===== src/design/sse_ram.sv =====
// sse_ram: generic single-write, single-read RAM with a registered read port.
// A read and a write to the same address in one cycle return the old data.
// No dependencies.
module sse_ram #(
    parameter int WIDTH = 9,
    parameter int DEPTH = 256
) (
    input  logic                     i_clk,
    input  logic                     i_we,
    input  logic [$clog2(DEPTH)-1:0] i_waddr,
    input  logic [WIDTH-1:0]         i_wdata,
    input  logic                     i_re,
    input  logic [$clog2(DEPTH)-1:0] i_raddr,
    output logic [WIDTH-1:0]         o_rdata
);

    logic [WIDTH-1:0] r_mem [DEPTH];
    logic [WIDTH-1:0] r_rdata;

    always_ff @(posedge i_clk) begin
        if (i_re) begin
            r_rdata <= r_mem[i_raddr];
        end
        if (i_we) begin
            r_mem[i_waddr] <= i_wdata;
        end
    end

    assign o_rdata = r_rdata;

endmodule


===== config.mk =====
export PLATFORM = sky130hd
export DESIGN_NAME = sse_ram
export DESIGN_NICKNAME = d
export VERILOG_FILES = /design/src/design/sse_ram.sv
export SDC_FILE = /design/constraint.sdc
export NUM_CORES = 2
export LEC_CHECK = 0
export BUFFER_PORTS_ARGS = -buffer_cell sky130_fd_sc_hd__clkbuf_2
export CAP_MARGIN = 40
export CORE_ASPECT_RATIO = 1.2
export CORE_MARGIN = 1.5
export CORE_UTILIZATION = 35
export DETAILED_ROUTE_END_ITERATION = 8
export PLACE_DENSITY_LB_ADDON = 0.12
export SLEW_MARGIN = 20
export SYNTH_ARGS = -nofsm -noshare
export SYNTH_HDL_FRONTEND = slang
export SYNTH_SLANG_ARGS = --single-unit

===== constraint.sdc =====
create_clock -name i_clk -period 3.7 [get_ports i_clk]
set_clock_uncertainty 0.15 [all_clocks]
set_input_delay 0.555 -clock i_clk [delete_from_list [all_inputs] [get_ports i_clk]]
set_output_delay 0.555 -clock i_clk [all_outputs]
set_load 0.005 [all_outputs]

==> impl_metrics.py <==
metrics = {
    "placement": {
        "io_buffers": 36,
        "place_hpwl_um": 168800,
        "gp_congestion": 0.8075,
        "placed_cell_area_mm2": 0.09786,
        "pre_cts_ws_ps": -471.0,
    },
    "yosys": {
        "synth_cell_types": 56,
        "syn_inst": 4237,
        "synth.largest_area_cell": "edfxtp_1",
        "yosysTopAreaCellShare": 0.7772,
        "synthTopCellsByArea": "edfxtp_1 78%, mux4_2 12%, mux2i_1 2.0%",
        "ys_seq_area_frac": 0.7772,
        "yosys.area_share.simple": 0.02502,
        "synth_top_family_by_area": "multiplexers",
        "yosysWarnings": 0,
        "synth-compound-area-share": 0.03748,
        "synth.most_common_cell": "edfxtp_1",
        "synth_edf_count": 2313,
        "async_reset_ff_frac": 0,
        "syn_area_mm2": 0.08937,
        "syn_area_per_cell_um2": 21.09,
        "synthAdderAreaFrac": 0,
        "syn-num-nets": 4265,
        "synthMuxAreaShare": 0.1428,
        "ys.flop_type": "edfxtp_1",
        "ys_top_cells_by_count": "2313 x edfxtp_1, 467 x mux4_2, 305 x nor2_1",
        "synth_xor_area_frac": 0,
        "synth_seq_cells": 2313,
    },
    "clocking": {
        "clock_latency_ps": 910,
        "cts_setup_buffers": 0,
        "cts-root-buf": "clkbuf_16",
        "clock_path_buffers": 4,
        "cts_tree": "done",
        "htree_levels": 4,
        "cts_buffers": 241,
        "post_cts_resized": 0,
        "cts_sinks": 2313,
        "hold_buffers": 5,
        "clk_pin_slew_ps": 60,
    },
    "drt": {
        "wl_per_cell_um": 31.08,
        "viasPerCell": 5.307,
        "wl_um": 262800,
        "dr.pass1.iters": 5,
        "drt_iter0_markers": 4214,
        "via_count": 44870,
        "drc": 0,
        "detail-route-antenna-nets": 0,
    },
    "layout": {
        "fin_util": 0.4146,
        "synthToLayoutAreaGrowth_pct": 18.07,
        "drive_above_1_share": 0.2945,
        "stdcell_area_mm2": 0.1055,
        "nets": 4905,
    },
    "timing": {
        "min_period_ps": 3198,
        "fin_ws_ps": 502.0,
        "grt_setup_unrepaired": "no",
        "worst_pin_slew_ps": 1031,
        "slew_headroom": 0.3123,
        "max_freq_mhz": 312.7,
        "hold_viol": 0,
        "fin_crit_sh": 0.8643,
        "finalSetupViolations": 0,
        "slew_violations": 0,
    },
    "die": {
        "dieArea_mm2": 0.2584,
        "die_x_um": 464.3,
        "rows": 203,
        "die_h_um": 556.5,
        "initial_core_util": 0.3511,
        "io-pin-count": 37,
        "coreArea_mm2": 0.2545,
    },
    "worst_setup_path": {
        "cp_max_fo": 19,
        "ff2ff_setup_slack_ps": 860,
        "worstSetupStartpointType": "primary input",
        "cp.required_ps": 4160,
        "end_kind": "register",
        "endpoint": "o_rdata[3]",
        "arrival_ps": 3660,
        "r2r_end": "o_rdata[3]",
        "critical_path_class": "in -> reg",
        "ff2ff_path_depth": 6,
        "cp_slowest_cell": "nor4_1",
        "r2r-start": "r_mem[119][3]",
        "crit_path_max_incr_delay_ps": 780,
        "cp_common_cell": "buf_4",
        "crit_chain": "buf_8 -> buf_12 -> buf_4 -> buf_4 -> nor4bb_1 -> a221oi_1 -> o21ai_1 -> a21oi_1 -> nor4_1 -> buf_4 -> nor4_1",
        "startpoint": "i_raddr[1]",
    },
    "power": {
        "ir_worst_vdd_mv": 0.4012,
        "cellLeakagePower_nw": 33.66,
        "power_density_mw_per_mm2": 527.9,
    },
    "outcome": {
        "status": "finished, final reports clean",
    },
    "global_route": {
        "grt_pass1_vias": 46470,
        "grt_usage": 0.2017,
        "antenna_found_initial": 15,
        "grt_pass1_wl_um": 369200,
        "grt_start_max_net_pins": 110,
        "overflow": 0,
    },
    "run": {
        "drv_cap": 0,
    },
    "worst_hold_path": {
        "hp-class": "in -> reg",
    },
}
registers in the layout (all words and copies together) (netlist names):
register,cells
r_mem,2304
o_rdata,9
cell usage in the layout (no fill, tap or decap), drive strengths merged, types with 4 or more instances in the layout:
| cell | instances |
|---|---|
| clkinvlp | 6 |
| o31a | 8 |
| clkinv | 107 |
| o221ai | 36 |
| mux2i | 177 |
| mux4 | 476 |
| nand2 | 40 |
| a221oi | 11 |
| bufinv | 23 |
| a21oi | 98 |
| buf | 624 |
| o21ai | 36 |
| or2 | 6 |
| clkbuf | 319 |
| inv | 7 |
| nand2b | 9 |
| nand3 | 31 |
| dlygate4sd3 | 5 |
| a22o | 8 |
| a22oi | 174 |
| nor2 | 305 |
| o22ai | 65 |
| a31oi | 10 |
| nand4 | 11 |
| nor3 | 21 |
| nor4 | 27 |
| mux2 | 21 |
| nor3b | 4 |
| a211oi | 26 |
| nor2b | 28 |
| and3b | 4 |
| edfxtp | 2313 |
metrics by stage:
stage | power (W) | std cells | hold slack [ps] | TNS, ps
6_report | 0.05571 | 8455 | 25.15 | 0
5_1_grt | 0.05731 | 8454 | 33.51 | 0
4_1_cts | 0.05635 | 8449 | 11.76 | 0
3_5_place_dp | 0.03256 | 8008 | 890.5 | -2068
3_3_place_gp | 0.03253 | 7999 | 907.2 | -2996
2_1_floorplan | 0.03084 | 4237 | 503.9 | 0
cell type report:
| class | instances | area (µm²) |
|---|---|---|
| Inverter | 2 | 7.507 |
| Antenna cell | 3 | 7.507 |
| Clock buffer | 295 | 6297 |
| Clock inverter | 141 | 1290 |
| Timing Repair Buffer | 656 | 5789 |
| Multi-Input combinational cell | 1663 | 18440 |
| Fill cell | 22510 | 149000 |
| Sequential cell | 2313 | 69460 |
| Tap cell | 3382 | 4232 |
power breakdown:
part,switching [W],total (W),internal [W]
Sequential,0.0000295,0.0289,0.0289
Combinational,0.00192,0.00300,0.00109
Clock,0.0102,0.0238,0.0136
Total,0.0121,0.0557,0.0436
how the worst min path moves through the flow:
stage                  from            end  slack, ps  depth (start not counted)
6_report         i_wdata[8]  r_mem[163][8]         30                          1
5_1_grt          i_wdata[8]  r_mem[162][8]         30                          1
4_1_cts          i_wdata[7]  r_mem[143][7]         10                          1
3_5_place_dp   r_mem[38][1]     o_rdata[1]        890                          5
3_3_place_gp   r_mem[39][6]     o_rdata[6]        910                          5
2_1_floorplan    i_wdata[0]    r_mem[0][0]        500                          0
cell families (layout without fill, tap and decap cells):
family / after synthesis / count (layout)
DFF: 2313 / 2313
muxes: 674 / 674
and+or+nand+nor: 500 / 500
AOI/OAI and AO/OA: 489 / 489
buffers and inverters: 261 / 1094
other: 0 / 3
worst max-delay path, delay by kind of cell:
kind	cells	cell delay [ps]
simple gates	3	1500
buf+inv	5	1090
compound gates	3	460
routing by layer:
metal | track usage | up-vias | part of all wire
met5 | 0 | - | 0
met3 | 0.02410 | 305 | 0.045
met4 | 0.05013 | 0 | 0.022
li1 | - | 19090 | -
met1 | 0.2703 | 24310 | 0.42
met2 | 0.3485 | 1170 | 0.51
(Power assumes the default switching activity.)
